===== src/assert_macros.svh =====
// ----------------------------------------------------------------------------
// Assertion macros
// Shared concurrent assertion wrappers for the line framer RTL.
// ----------------------------------------------------------------------------
`ifndef ASSERT_MACROS_SVH
`define ASSERT_MACROS_SVH

// Assertion on an explicit clock and active-low reset.
`define LFJC_ASSERT_CR(lbl, clk, rstn, prop, msg) \
  lbl: assert property (@(posedge clk) disable iff (!rstn) prop) else $error(msg);

// Assertion on the default clock and reset of the block.
`define LFJC_ASSERT(lbl, prop, msg) \
  `LFJC_ASSERT_CR(lbl, clk_i, rst_ni, prop, msg)

`endif


===== src/lfjc_pkg.sv =====
// ----------------------------------------------------------------------------
// lfjc_pkg
// Shared constants and types for the line framer with JSON object check.
// ----------------------------------------------------------------------------
`default_nettype none

package lfjc_pkg;

  localparam int LINE_BYTES = 512;
  localparam int CNT_W      = $clog2(LINE_BYTES);
  localparam int LEN_W      = 9;
  localparam int DEPTH_W    = 9;

  localparam logic [CNT_W-1:0]   CNT_LAST  = CNT_W'(LINE_BYTES - 1);
  localparam logic [LEN_W-1:0]   LEN_FULL  = LEN_W'(LINE_BYTES - 1);
  localparam logic [DEPTH_W-1:0] DEPTH_MAX = {DEPTH_W{1'b1}};

  localparam logic [7:0] CH_LF     = 8'd10;
  localparam logic [7:0] CH_CR     = 8'd13;
  localparam logic [7:0] CH_NUL    = 8'd0;
  localparam logic [7:0] CH_SPACE  = 8'd32;
  localparam logic [7:0] CH_TAB    = 8'd9;
  localparam logic [7:0] CH_QUOTE  = 8'd34;
  localparam logic [7:0] CH_BSLASH = 8'd92;
  localparam logic [7:0] CH_LBRACE = 8'd123;
  localparam logic [7:0] CH_RBRACE = 8'd125;
  localparam logic [7:0] CH_LBRACK = 8'd91;
  localparam logic [7:0] CH_RBRACK = 8'd93;

  typedef enum logic [1:0] {
    VERDICT_VALID    = 2'd0,
    VERDICT_NOT_JSON = 2'd1,
    VERDICT_OVERFLOW = 2'd2,
    VERDICT_EMPTY    = 2'd3
  } verdict_e;

  typedef struct packed {
    logic             hit;
    verdict_e         verdict;
    logic [LEN_W-1:0] len;
  } result_t;

endpackage

`default_nettype wire


===== src/lfjc_checker.sv =====
// ----------------------------------------------------------------------------
// lfjc_checker
// Per-line scan state and the verdict logic, updated once per processed byte.
// ----------------------------------------------------------------------------
`default_nettype none

`include "assert_macros.svh"

module lfjc_checker (
  input  wire logic             clk_i,
  input  wire logic             rst_ni,
  input  wire logic             step_i,
  input  wire logic [7:0]       byte_i,
  output lfjc_pkg::result_t     result_o
);

  logic [lfjc_pkg::CNT_W-1:0]   count_q, count_d;
  logic                         in_str_q, in_str_d;
  logic                         esc_q, esc_d;
  logic [lfjc_pkg::DEPTH_W-1:0] brace_q, brace_d;
  logic [lfjc_pkg::DEPTH_W-1:0] brack_q, brack_d;
  logic [1:0]                   content_q, content_d;
  logic                         opened_q, opened_d;
  logic                         last_close_q, last_close_d;
  logic                         top_closed_q, top_closed_d;
  logic                         serr_q, serr_d;
  logic                         ovf_q, ovf_d;
  logic                         zero_seen_q, zero_seen_d;
  logic                         zero_first_q, zero_first_d;

  logic                         is_eol;
  logic                         is_blank;
  logic [lfjc_pkg::CNT_W+lfjc_pkg::LEN_W-1:0] len_ext;
  lfjc_pkg::verdict_e           verdict;

  assign is_eol   = (byte_i == lfjc_pkg::CH_LF) || (byte_i == lfjc_pkg::CH_CR);
  assign is_blank = (byte_i == lfjc_pkg::CH_SPACE) || (byte_i == lfjc_pkg::CH_TAB);
  assign len_ext  = {{lfjc_pkg::LEN_W{1'b0}}, count_q};

  always_comb begin
    if (ovf_q) begin
      verdict = lfjc_pkg::VERDICT_OVERFLOW;
    end else if (zero_seen_q && zero_first_q) begin
      verdict = lfjc_pkg::VERDICT_EMPTY;
    end else if ((content_q == 2'd2) && opened_q && last_close_q && !serr_q &&
                 !in_str_q && !esc_q && (brace_q == '0) && (brack_q == '0)) begin
      verdict = lfjc_pkg::VERDICT_VALID;
    end else begin
      verdict = lfjc_pkg::VERDICT_NOT_JSON;
    end
    result_o.hit     = is_eol && (count_q != '0);
    result_o.verdict = verdict;
    result_o.len     = len_ext[lfjc_pkg::LEN_W-1:0];
  end

  always_comb begin
    count_d      = count_q;
    in_str_d     = in_str_q;
    esc_d        = esc_q;
    brace_d      = brace_q;
    brack_d      = brack_q;
    content_d    = content_q;
    opened_d     = opened_q;
    last_close_d = last_close_q;
    top_closed_d = top_closed_q;
    serr_d       = serr_q;
    ovf_d        = ovf_q;
    zero_seen_d  = zero_seen_q;
    zero_first_d = zero_first_q;

    if (is_eol) begin
      count_d      = '0;
      in_str_d     = 1'b0;
      esc_d        = 1'b0;
      brace_d      = '0;
      brack_d      = '0;
      content_d    = 2'd0;
      opened_d     = 1'b0;
      last_close_d = 1'b0;
      top_closed_d = 1'b0;
      serr_d       = 1'b0;
      ovf_d        = 1'b0;
      zero_seen_d  = 1'b0;
      zero_first_d = 1'b0;
    end else if (count_q < lfjc_pkg::CNT_LAST) begin
      count_d = count_q + 1'b1;
      if (!zero_seen_q) begin
        if (byte_i == lfjc_pkg::CH_NUL) begin
          zero_seen_d  = 1'b1;
          zero_first_d = (count_q == '0);
        end else begin
          if (!is_blank) begin
            if (content_q == 2'd0) begin
              opened_d = (byte_i == lfjc_pkg::CH_LBRACE);
            end
            if (top_closed_q) begin
              serr_d = 1'b1;
            end
            last_close_d = (byte_i == lfjc_pkg::CH_RBRACE);
            if (content_q != 2'd2) begin
              content_d = content_q + 2'd1;
            end
          end
          if (!serr_d) begin
            if (in_str_q) begin
              if (esc_q) begin
                esc_d = 1'b0;
              end else if (byte_i == lfjc_pkg::CH_BSLASH) begin
                esc_d = 1'b1;
              end else if (byte_i == lfjc_pkg::CH_QUOTE) begin
                in_str_d = 1'b0;
              end
            end else begin
              case (byte_i)
                lfjc_pkg::CH_QUOTE: begin
                  in_str_d = 1'b1;
                end
                lfjc_pkg::CH_LBRACE: begin
                  if (brace_q != lfjc_pkg::DEPTH_MAX) begin
                    brace_d = brace_q + 1'b1;
                  end
                end
                lfjc_pkg::CH_RBRACE: begin
                  if (brace_q == '0) begin
                    serr_d = 1'b1;
                  end else begin
                    brace_d = brace_q - 1'b1;
                    if (brace_q == lfjc_pkg::DEPTH_W'(1)) begin
                      top_closed_d = 1'b1;
                    end
                  end
                end
                lfjc_pkg::CH_LBRACK: begin
                  if (brack_q != lfjc_pkg::DEPTH_MAX) begin
                    brack_d = brack_q + 1'b1;
                  end
                end
                lfjc_pkg::CH_RBRACK: begin
                  if (brack_q == '0) begin
                    serr_d = 1'b1;
                  end else begin
                    brack_d = brack_q - 1'b1;
                  end
                end
                default: begin
                end
              endcase
            end
          end
        end
      end
    end else begin
      ovf_d = 1'b1;
    end
  end

  always_ff @(posedge clk_i or negedge rst_ni) begin
    if (!rst_ni) begin
      count_q      <= '0;
      in_str_q     <= 1'b0;
      esc_q        <= 1'b0;
      brace_q      <= '0;
      brack_q      <= '0;
      content_q    <= 2'd0;
      opened_q     <= 1'b0;
      last_close_q <= 1'b0;
      top_closed_q <= 1'b0;
      serr_q       <= 1'b0;
      ovf_q        <= 1'b0;
      zero_seen_q  <= 1'b0;
      zero_first_q <= 1'b0;
    end else if (step_i) begin
      count_q      <= count_d;
      in_str_q     <= in_str_d;
      esc_q        <= esc_d;
      brace_q      <= brace_d;
      brack_q      <= brack_d;
      content_q    <= content_d;
      opened_q     <= opened_d;
      last_close_q <= last_close_d;
      top_closed_q <= top_closed_d;
      serr_q       <= serr_d;
      ovf_q        <= ovf_d;
      zero_seen_q  <= zero_seen_d;
      zero_first_q <= zero_first_d;
    end
  end

  `LFJC_ASSERT(a_eol_clears, step_i && is_eol |=> (count_q == '0) && !ovf_q && !zero_seen_q, "line end did not clear the scan state")
  `LFJC_ASSERT(a_ovf_at_full, ovf_q |-> count_q == lfjc_pkg::CNT_LAST, "overflow flagged below full count")
  `LFJC_ASSERT(a_esc_in_string, esc_q |-> in_str_q, "escape flag set outside a string")

endmodule

`default_nettype wire


===== src/lfjc_out_reg.sv =====
// ----------------------------------------------------------------------------
// lfjc_out_reg
// Result register that holds one verdict until the consumer takes it.
// ----------------------------------------------------------------------------
`default_nettype none

module lfjc_out_reg (
  input  wire logic                       clk_i,
  input  wire logic                       rst_ni,
  input  wire logic                       load_i,
  input  wire lfjc_pkg::result_t          result_i,
  input  wire logic                       ready_i,
  output logic                            space_o,
  output logic                            valid_o,
  output logic [1:0]                      verdict_o,
  output logic [lfjc_pkg::LEN_W-1:0]      len_o
);

  logic               valid_q, valid_d;
  lfjc_pkg::result_t  res_q;

  assign space_o = !valid_q || ready_i;
  assign valid_d = load_i || (valid_q && !ready_i);

  always_ff @(posedge clk_i or negedge rst_ni) begin
    if (!rst_ni) begin
      valid_q <= 1'b0;
    end else begin
      valid_q <= valid_d;
    end
  end

  always_ff @(posedge clk_i) begin
    if (load_i) begin
      res_q <= result_i;
    end
  end

  assign valid_o   = valid_q;
  assign verdict_o = res_q.verdict;
  assign len_o     = res_q.len;

endmodule

`default_nettype wire


===== src/line_framer_json_object_check_unit.sv =====
// A byte that ends a line is registered in the input stage, then its result in the result register.
// One byte per cycle while the single result register has space; it is the only stall point.
// A line end stalls input only while an earlier result waits and is not taken.
// Reset is asynchronous and active low; it clears the scan state and both valid flags.
// ----------------------------------------------------------------------------
// line_framer_json_object_check_unit
// Frames received bytes into lines and gives a JSON object verdict per line.
// ----------------------------------------------------------------------------
`default_nettype none

`include "assert_macros.svh"

module line_framer_json_object_check_unit (
  input  wire logic                       clk_i,
  input  wire logic                       rst_ni,
  input  wire logic                       in_valid_i,
  output logic                            in_ready_o,
  input  wire logic [7:0]                 rx_data_i,
  output logic                            out_valid_o,
  input  wire logic                       out_ready_i,
  output logic [1:0]                      verdict_o,
  output logic [lfjc_pkg::LEN_W-1:0]      line_length_o
);

  logic               s1_valid_q, s1_valid_d;
  logic [7:0]         s1_byte_q;
  logic               s1_fire;
  logic               out_space;
  logic               in_fire;
  lfjc_pkg::result_t  result;

  assign s1_fire    = s1_valid_q && (!result.hit || out_space);
  assign in_ready_o = !s1_valid_q || s1_fire;
  assign in_fire    = in_valid_i && in_ready_o;
  assign s1_valid_d = in_fire || (s1_valid_q && !s1_fire);

  always_ff @(posedge clk_i or negedge rst_ni) begin
    if (!rst_ni) begin
      s1_valid_q <= 1'b0;
    end else begin
      s1_valid_q <= s1_valid_d;
    end
  end

  always_ff @(posedge clk_i) begin
    if (in_fire) begin
      s1_byte_q <= rx_data_i;
    end
  end

  lfjc_checker u_checker (
    .clk_i    (clk_i),
    .rst_ni   (rst_ni),
    .step_i   (s1_fire),
    .byte_i   (s1_byte_q),
    .result_o (result)
  );

  lfjc_out_reg u_out_reg (
    .clk_i     (clk_i),
    .rst_ni    (rst_ni),
    .load_i    (s1_fire && result.hit),
    .result_i  (result),
    .ready_i   (out_ready_i),
    .space_o   (out_space),
    .valid_o   (out_valid_o),
    .verdict_o (verdict_o),
    .len_o     (line_length_o)
  );

  `LFJC_ASSERT(a_stall_cause, !in_ready_o |-> s1_valid_q && out_valid_o && !out_ready_i, "input stalled without a blocked result")
  `LFJC_ASSERT(a_ovf_len, out_valid_o && (verdict_o == lfjc_pkg::VERDICT_OVERFLOW) |-> line_length_o == lfjc_pkg::LEN_FULL, "overflow verdict with short length")
  `LFJC_ASSERT(a_result_loaded, s1_fire && result.hit |=> out_valid_o, "line result not registered")

endmodule

`default_nettype wire


===== config.mk =====
export PLATFORM = sky130hd
export DESIGN_NAME = line_framer_json_object_check_unit
export DESIGN_NICKNAME = d
export VERILOG_FILES = /design/src/lfjc_pkg.sv /design/src/lfjc_checker.sv /design/src/lfjc_out_reg.sv /design/src/line_framer_json_object_check_unit.sv
export VERILOG_INCLUDE_DIRS = /design/src /design/src/src
export SDC_FILE = /design/constraint.sdc
export NUM_CORES = 1
export LEC_CHECK = 0
export ABC_CLOCK_PERIOD_IN_PS = 5500
export BUFFER_PORTS_ARGS = -buffer_cell sky130_fd_sc_hd__buf_2
export CAP_MARGIN = 20
export CELL_PAD_IN_SITES_DETAIL_PLACEMENT = 0
export CELL_PAD_IN_SITES_GLOBAL_PLACEMENT = 2
export CORE_MARGIN = 2
export CORE_UTILIZATION = 41
export CTS_CLUSTER_SIZE = 20
export DETAILED_ROUTE_END_ITERATION = 10
export GPL_TIMING_DRIVEN = 0
export PLACE_DENSITY_LB_ADDON = 0.1
export RECOVER_POWER = 25
export SETUP_SLACK_MARGIN = 0.2
export SLEW_MARGIN = 0
export SYNTH_ARGS = -nofsm -noshare
export SYNTH_HDL_FRONTEND = slang
export SYNTH_SLANG_ARGS = --single-unit

===== constraint.sdc =====
create_clock -name clk_i -period 5.5 [get_ports clk_i]
set_clock_uncertainty 0.1 [all_clocks]
set_input_delay 0.825 -clock clk_i [delete_from_list [all_inputs] [get_ports clk_i]]
set_output_delay 0.825 -clock clk_i [all_outputs]
set_load 0.01 [all_outputs]

Word level (Yosys, flattened, before mapping) --
Cells that the tools add are included.
Cells by class: add/sub/neg operators 6, order comparisons 1, eq/ne operators 26, mux-type cells 91, reduce and logical (&&, ||, !) cells 57
Operator list (number):
- $mux W9 | 18
- $mux W1 | 64
- $eq A8 B7 Y1 const B | 5
- $pmux W9 S2 | 2
- $add A9 B1 Y9 const B | 3
- $logic_not A9 Y1 | 3
- $reduce_and A9 Y1 | 3
- $eq A8 B4 Y1 const B | 3
- $ne A9 B9 Y1 const B | 2
- $reduce_and A6 Y1 | 3
- $sub A9 B1 Y9 const B | 2
- $eq A8 B6 Y1 const B | 2
- $logic_and A1 B1 Y1 | 14
- $reduce_bool A2 Y1 | 7
- $mux W2 | 6
- $ne A2 B1 Y1 const B | 5
- $reduce_and A5 Y1 | 2
- $eq A9 B1 Y1 const B | 1
- $lt A9 B9 Y1 const B | 1
- $ne A3 B2 Y1 const B | 3
- $reduce_bool A9 Y1 | 1
- $logic_not A1 Y1 | 8
- $logic_not A8 Y1 | 1
- $reduce_and A4 Y1 | 2
- other kinds (10) | 20
Word-level totals: register bits after elaboration 59, bits of input ports 12, output and inout bits 13, word-level logic and storage cells 200

Logic depth before layout (Yosys ltp) --
word-level depth 12, depth in mapped cells 13, gate-level depth less buffers 11

Cells and area by module --
Synthesis repeated with hierarchy kept, for this count alone.
Second synthesis, totals: cell total of the unflattened synthesis 364, area total of the unflattened synthesis 3629.7 um^2
By module, submodules not included:
- lfjc_checker | times used 1, cells an instance 335, area an instance 2932.8 um^2, seq. area each 950.9 um^2
- lfjc_out_reg | times used 1, cells an instance 14, area an instance 377.9 um^2, seq. area each 355.3 um^2
- line_framer_json_object_check_unit | times used 1, cells an instance 15, area an instance 319.1 um^2, seq. area each 265.3 um^2

Worst setup path before layout --
OpenSTA, ideal clock, no wires.
path kind flip-flop to flip-flop, from reg s1_byte_q[2], to reg u_checker.brack_q[8] in the netlist's numbering, library setup time 69 ps, data arrival time 2597 ps, required time 5331 ps, setup slack 2734 ps, cell stages (with the launch flop) 13, buffers on the path 2, clock period less this slack 2766 ps, cells stage by stage edfxtp_1 > clkbuf_1 > and4b_1 > clkbuf_1 > nand2_1 > inv_2 > ha_1 > a21oi_1 > nand4_1 > o31ai_1 > a221oi_1 > or4b_1 > nand3_1
Between the ends: cells in the longest elaborated chain, start to end 9, elaborated cells between the ends (all ways) 34, classes of those cells 12 x eq/ne; 12 x mux; 10 x reduce/logical
RTL lines:
- start: declaration | RTL line line_framer_json_object_check_unit.sv:26 | logic [7:0] s1_byte_q;
- start signal: assignment | RTL line line_framer_json_object_check_unit.sv:47 | s1_byte_q <= rx_data_i;
- $eq A8 B6 Y1 or $eq A8 B4 Y1 (tied branches) | RTL line lfjc_checker.sv:37 | assign is_blank = (byte_i == lfjc_pkg::CH_SPACE) || (byte_i == lfjc_pkg::CH_TAB);
- $logic_or A1 B1 Y1 | RTL line lfjc_checker.sv:37
- $mux W1 | RTL line lfjc_checker.sv:92 | if (!is_blank) begin
- $mux W1 | RTL line lfjc_checker.sv:88 | if (byte_i == lfjc_pkg::CH_NUL) begin
- $mux W1 | RTL line lfjc_checker.sv:87 | if (!zero_seen_q) begin
- $mux W1 | RTL line lfjc_checker.sv:85 | end else if (count_q < lfjc_pkg::CNT_LAST) begin
- $mux W1 | RTL line lfjc_checker.sv:71 | if (is_eol) begin
- $ne A2 B1 Y1 (no source line)
- $reduce_and A9 Y1 (no source line)
- end signal: assignment | RTL line lfjc_checker.sv:177 | brack_q <= brack_d;
- end: declaration | RTL line lfjc_checker.sv:21 | logic [lfjc_pkg::DEPTH_W-1:0] brack_q, brack_d;
Several ways; a longest one is shown, not always the timed one. The select of a mux whose other input is x is not followed. A chain may end at the register's enable or synchronous reset.

Final worst setup path --
from reg s1_byte_q[3], to reg u_checker.brack_q[8] in the netlist's numbering
Same word-level chain as after synthesis.

==> run_summary.xml <==
<?xml version="1.0" encoding="UTF-8"?>
<metrics>
  <group name="outcome">
    <metric name="status" unit="">finished, violations left</metric>
    <metric name="violations_in_the_final_reports" unit="">capacitance limit, slew limit</metric>
  </group>
  <group name="timing">
    <metric name="finalSetupViolCount" unit="">0</metric>
    <metric name="timing.max_slew.rel_slack" unit="%">-52.27</metric>
    <metric name="tightest_slew" unit="ns">2.284</metric>
    <metric name="post-route-min-period" unit="ns">3.342</metric>
    <metric name="rsz0062_at_grt" unit="">false</metric>
    <metric name="drv_slew" unit="">41</metric>
    <metric name="accumulated_negative_setup_slack" unit="ns">0</metric>
    <metric name="fmax" unit="MHz">299.2</metric>
    <metric name="finalWorstSetupSlack" unit="ns">2.158</metric>
    <metric name="report.final.hold_viol_count" unit="">0</metric>
    <metric name="min_period_over_period" unit="%">60.76</metric>
  </group>
  <group name="worst_setup_path">
    <metric name="critical_path_peak_fanout" unit="">10</metric>
    <metric name="startpoint_type_of_the_worst_setup_path" unit="">flop</metric>
    <metric name="path_depth" unit="">12</metric>
    <metric name="critPathSlowestCell" unit="">or4b_1</metric>
    <metric name="timing.critical_path.slowest_cell_delay" unit="ns">0.48</metric>
    <metric name="worst-endpoint-arrival" unit="ns">3.53</metric>
    <metric name="worst-r2r-cell-count" unit="">12</metric>
    <metric name="timing.critical_path.required" unit="ns">5.68</metric>
    <metric name="timing_worst_setup_path_type" unit="">flop to flop</metric>
    <metric name="worstPathCellList" unit="">clkbuf_1 &gt; and4b_1 &gt; clkbuf_1 &gt; nand2_1 &gt; inv_2 &gt; xnor2_1 &gt; ha_1 &gt; nand2_1 &gt; o31ai_1 &gt; a221oi_1 &gt; or4b_1 &gt; nand3_1</metric>
    <metric name="path_buf_inv" unit="">3</metric>
    <metric name="critical-path-top-delay-family" unit="">simple AND/OR/NAND/NOR gates</metric>
    <metric name="critPathCaptureType" unit="">flop</metric>
  </group>
  <group name="routing">
    <metric name="routed_wirelength" unit="µm">8170</metric>
    <metric name="drt.antenna.violating_nets" unit="">0</metric>
    <metric name="initialDrtViolationCount" unit="">111</metric>
    <metric name="dr_total_vias" unit="">2843</metric>
    <metric name="detail_route.vias_per_cell" unit="">5.575</metric>
    <metric name="post_drt_wl_per_cell" unit="µm">16.02</metric>
    <metric name="drc" unit="">0</metric>
    <metric name="drt-pass1-iter-count" unit="">4</metric>
  </group>
  <group name="floorplanning">
    <metric name="floorplan.initialDensity" unit="%">42.01</metric>
    <metric name="boundary_pins" unit="">25</metric>
    <metric name="die_area" unit="µm²">9125</metric>
    <metric name="dieHeight" unit="µm">95.53</metric>
    <metric name="die_width" unit="µm">95.53</metric>
    <metric name="floorplan.core_area" unit="µm²">8175</metric>
    <metric name="std_cell_rows" unit="">33</metric>
  </group>
  <group name="clock_network">
    <metric name="clk_path_buf_depth" unit="">2</metric>
    <metric name="clock_sink_count" unit="">59</metric>
    <metric name="cts_hold_buf" unit="">0</metric>
    <metric name="ctsRootBufferMaster" unit="">clkbuf_8</metric>
    <metric name="post_cts_resized" unit="">0</metric>
    <metric name="clk-insertion-delay-late" unit="ns">0.35</metric>
    <metric name="tritoncts" unit="">done</metric>
    <metric name="post-cts-setup-buffers" unit="">0</metric>
    <metric name="cts_htree_levels" unit="">3</metric>
    <metric name="clock_buffer_count_from_cts" unit="">9</metric>
    <metric name="clk_pin_slew" unit="ns">0.07</metric>
  </group>
  <group name="place">
    <metric name="place.port_buffers" unit="">24</metric>
    <metric name="preCtsSetupSlack" unit="ns">2.178</metric>
    <metric name="weighted_congestion_reported_at_the_end_of_routability_driven_placement" unit="">0.8488</metric>
    <metric name="post-dp-hpwl" unit="µm">5994</metric>
  </group>
  <group name="synth">
    <metric name="synth_ff_type" unit="">dfrtp_1</metric>
    <metric name="postSynthRegisterBits" unit="">59</metric>
    <metric name="fraction_of_synthesis_flops_using_an_asynchronous_set_or_reset_pin" unit="%">67.80</metric>
    <metric name="yosys_warning_count" unit="">0</metric>
    <metric name="ys_seq_area_share" unit="%">45.76</metric>
    <metric name="synth_cells" unit="">365</metric>
    <metric name="synth.avg_cell_area" unit="µm²">9.410</metric>
    <metric name="synthesis.nets" unit="">389</metric>
    <metric name="syn_area" unit="µm²">3435</metric>
    <metric name="netlist-cell-type-count" unit="">61</metric>
    <metric name="synth_edf_count" unit="">19</metric>
  </group>
  <group name="power">
    <metric name="static-leakage-power" unit="nW">1.544</metric>
    <metric name="power.density_cell_area" unit="nW/µm²">282.0</metric>
    <metric name="ir_drop" unit="µV">108.3</metric>
    <metric name="total_power" unit="mW">1.096</metric>
  </group>
  <group name="layout">
    <metric name="design.final.nets" unit="">424</metric>
    <metric name="mostFrequentLayoutCells" unit="">40 x dfrtp_1, 35 x nand2_1, 28 x nor2_1, 24 x nand3_1, 23 x buf_2</metric>
    <metric name="post_route_cells_drive_above_1_share" unit="%">12.35</metric>
    <metric name="fillers" unit="">789</metric>
    <metric name="final_common_cell" unit="">dfrtp_1</metric>
    <metric name="area.growth.synth_to_final" unit="%">13.15</metric>
    <metric name="n_antenna_cell" unit="">0</metric>
  </group>
  <group name="global_route">
    <metric name="track_usage" unit="%">20.11</metric>
    <metric name="gr-usage-met2" unit="%">31.76</metric>
    <metric name="grt.met1_usage" unit="%">27.72</metric>
    <metric name="antenna_violations_before_repair" unit="">0</metric>
    <metric name="overflow" unit="">0</metric>
    <metric name="grt_use_met3" unit="%">4.032</metric>
    <metric name="top_usage_layer" unit="">met2</metric>
    <metric name="grt_pass1_wl" unit="µm">13880</metric>
    <metric name="grt_max_degree" unit="">41</metric>
    <metric name="grt_pass1_vias" unit="">2759</metric>
  </group>
  <group name="run">
    <metric name="total_of_max_cap_violations" unit="">1</metric>
  </group>
  <group name="min_path">
    <metric name="min_delay_path_depth" unit="">2</metric>
    <metric name="hold_class" unit="">flop to flop</metric>
  </group>
</metrics>
==> tightest hold or removal path, cell delays in order, from the launching register on <==
cell,delay (ns)
dfrtp_1,0.34
o21ai_1,0.06
o31ai_1,0.05
==> area by class of cell <==
class	count	area [µm²]	share of cell area [%]
Tap cell	105	131.4	3.381
Buffer	15	57.56	1.481
Multi-Input combinational cell	276	1749	45.01
Inverter	15	56.30	1.449
Clock buffer	9	123.9	3.187
Clock inverter	7	77.57	1.996
Timing Repair Buffer	24	118.9	3.059
Sequential cell	59	1572	40.44
==> sequential cells by signal, summed over array words and instances, names as in the netlist <==
register and flops:
s1_valid_q 1, u_checker.ovf_q 1, u_out_reg.len_o 9, u_out_reg.verdict_o 2, s1_byte_q 8, u_checker.serr_q 1
u_checker.count_q 9, u_checker.zero_seen_q 1, u_out_reg.valid_o 1, u_checker.brace_q 9, u_checker.content_q 2, u_checker.opened_q 1
u_checker.in_str_q 1, u_checker.last_close_q 1, u_checker.top_closed_q 1, u_checker.brack_q 9, u_checker.zero_first_q 1, u_checker.esc_q 1
==> where the power goes <==
group / internal [mW] / leakage, nW / switching [mW] / total [mW]
Sequential: 0.497 / 0.677 / 0.0499 / 0.547
Combinational: 0.0606 / 0.767 / 0.0857 / 0.146
Clock: 0.212 / 0.0998 / 0.191 / 0.403
Total: 0.769 / 1.54 / 0.327 / 1.10
==> cell families (layout without fill, tap and decap cells) <==
kind of cell / after synthesis / after routing / synth area share (%)
DFF: 59 / 59 / 45.76
xor gates and xnor gates: 12 / 12 / 3.060
muxes: 7 / 7 / 2.113
AOI/OAI and AO/OA: 89 / 89 / 17.27
and+or+nand+nor: 156 / 156 / 24.12
buffers and inverters: 30 / 70 / 3.315
adders and majority gates: 12 / 12 / 4.371
==> metal layers <==
layer  vias to the layer above  part of all wire [%]
met1                      1348                    49
met5                         -                     0
met3                         9                   2.9
met2                        41                    46
met4                         0                   1.4
li1                       1445                     -
==> worst paths after layout <==
| check | from | end | slack (ns) |
|---|---|---|---|
| worst max register to register | s1_byte_q[3]$_DFFE_PP_ | u_checker.brack_q[8]$_DFFE_PN0P_ | 2.16 |
| min in group asynchronous | rst_ni | u_checker.brack_q[1]$_DFFE_PN0P_ | 1.06 |
| worst min register to register | u_checker.esc_q$_DFFE_PN0P_ | u_checker.esc_q$_DFFE_PN0P_ | 0.39 |
| max in group asynchronous | rst_ni | u_checker.ovf_q$_DFFE_PN0P_ | 2.94 |
| worst max-delay path | s1_byte_q[3]$_DFFE_PP_ | u_checker.brack_q[8]$_DFFE_PN0P_ | 2.16 |
| worst min-delay path | u_checker.esc_q$_DFFE_PN0P_ | u_checker.esc_q$_DFFE_PN0P_ | 0.39 |
==> cell usage after synthesis (all sizes together) (3+ instances only) <==
master / instances / area, µm²
nand4: 6 / 37.54
or4: 3 / 22.52
o2111ai: 5 / 50.04
nor3: 13 / 65.06
nor4: 7 / 43.79
xnor2: 6 / 52.55
nand2b: 5 / 31.28
mux2i: 5 / 50.05
and3: 5 / 31.28
a31oi: 5 / 31.28
o21ai: 32 / 163.9
a21oi: 20 / 100.1
and2: 3 / 18.77
nand2: 35 / 131.4
and4b: 3 / 30.03
nand3: 24 / 120.1
xor2: 6 / 52.55
edfxtp: 19 / 570.6
clkbuf: 15 / 57.55
nand4b: 3 / 26.28
o31ai: 7 / 52.55
inv: 15 / 56.30
ha: 12 / 150.1
nor2: 28 / 105.1
dfrtp: 40 / 1001
or3: 8 / 50.05
==> metrics by stage <==
| step | instances | hold WS [ns] | utilization, % | area [µm²] |
|---|---|---|---|---|
| 6_report | 510 | 0.3922 | 47.54 | 3886 |
| 2_1_floorplan | 365 | 0.3594 | - | 3435 |
| 3_5_place_dp | 494 | 0.3825 | 45.09 | 3686 |
| 3_3_place_gp | 494 | 0.3737 | 45.09 | 3686 |
| 4_1_cts | 510 | 0.3986 | 47.55 | 3887 |
| 5_1_grt | 510 | 0.4391 | 47.54 | 3886 |
No activity file was read; power rests on OpenSTA's default activity.
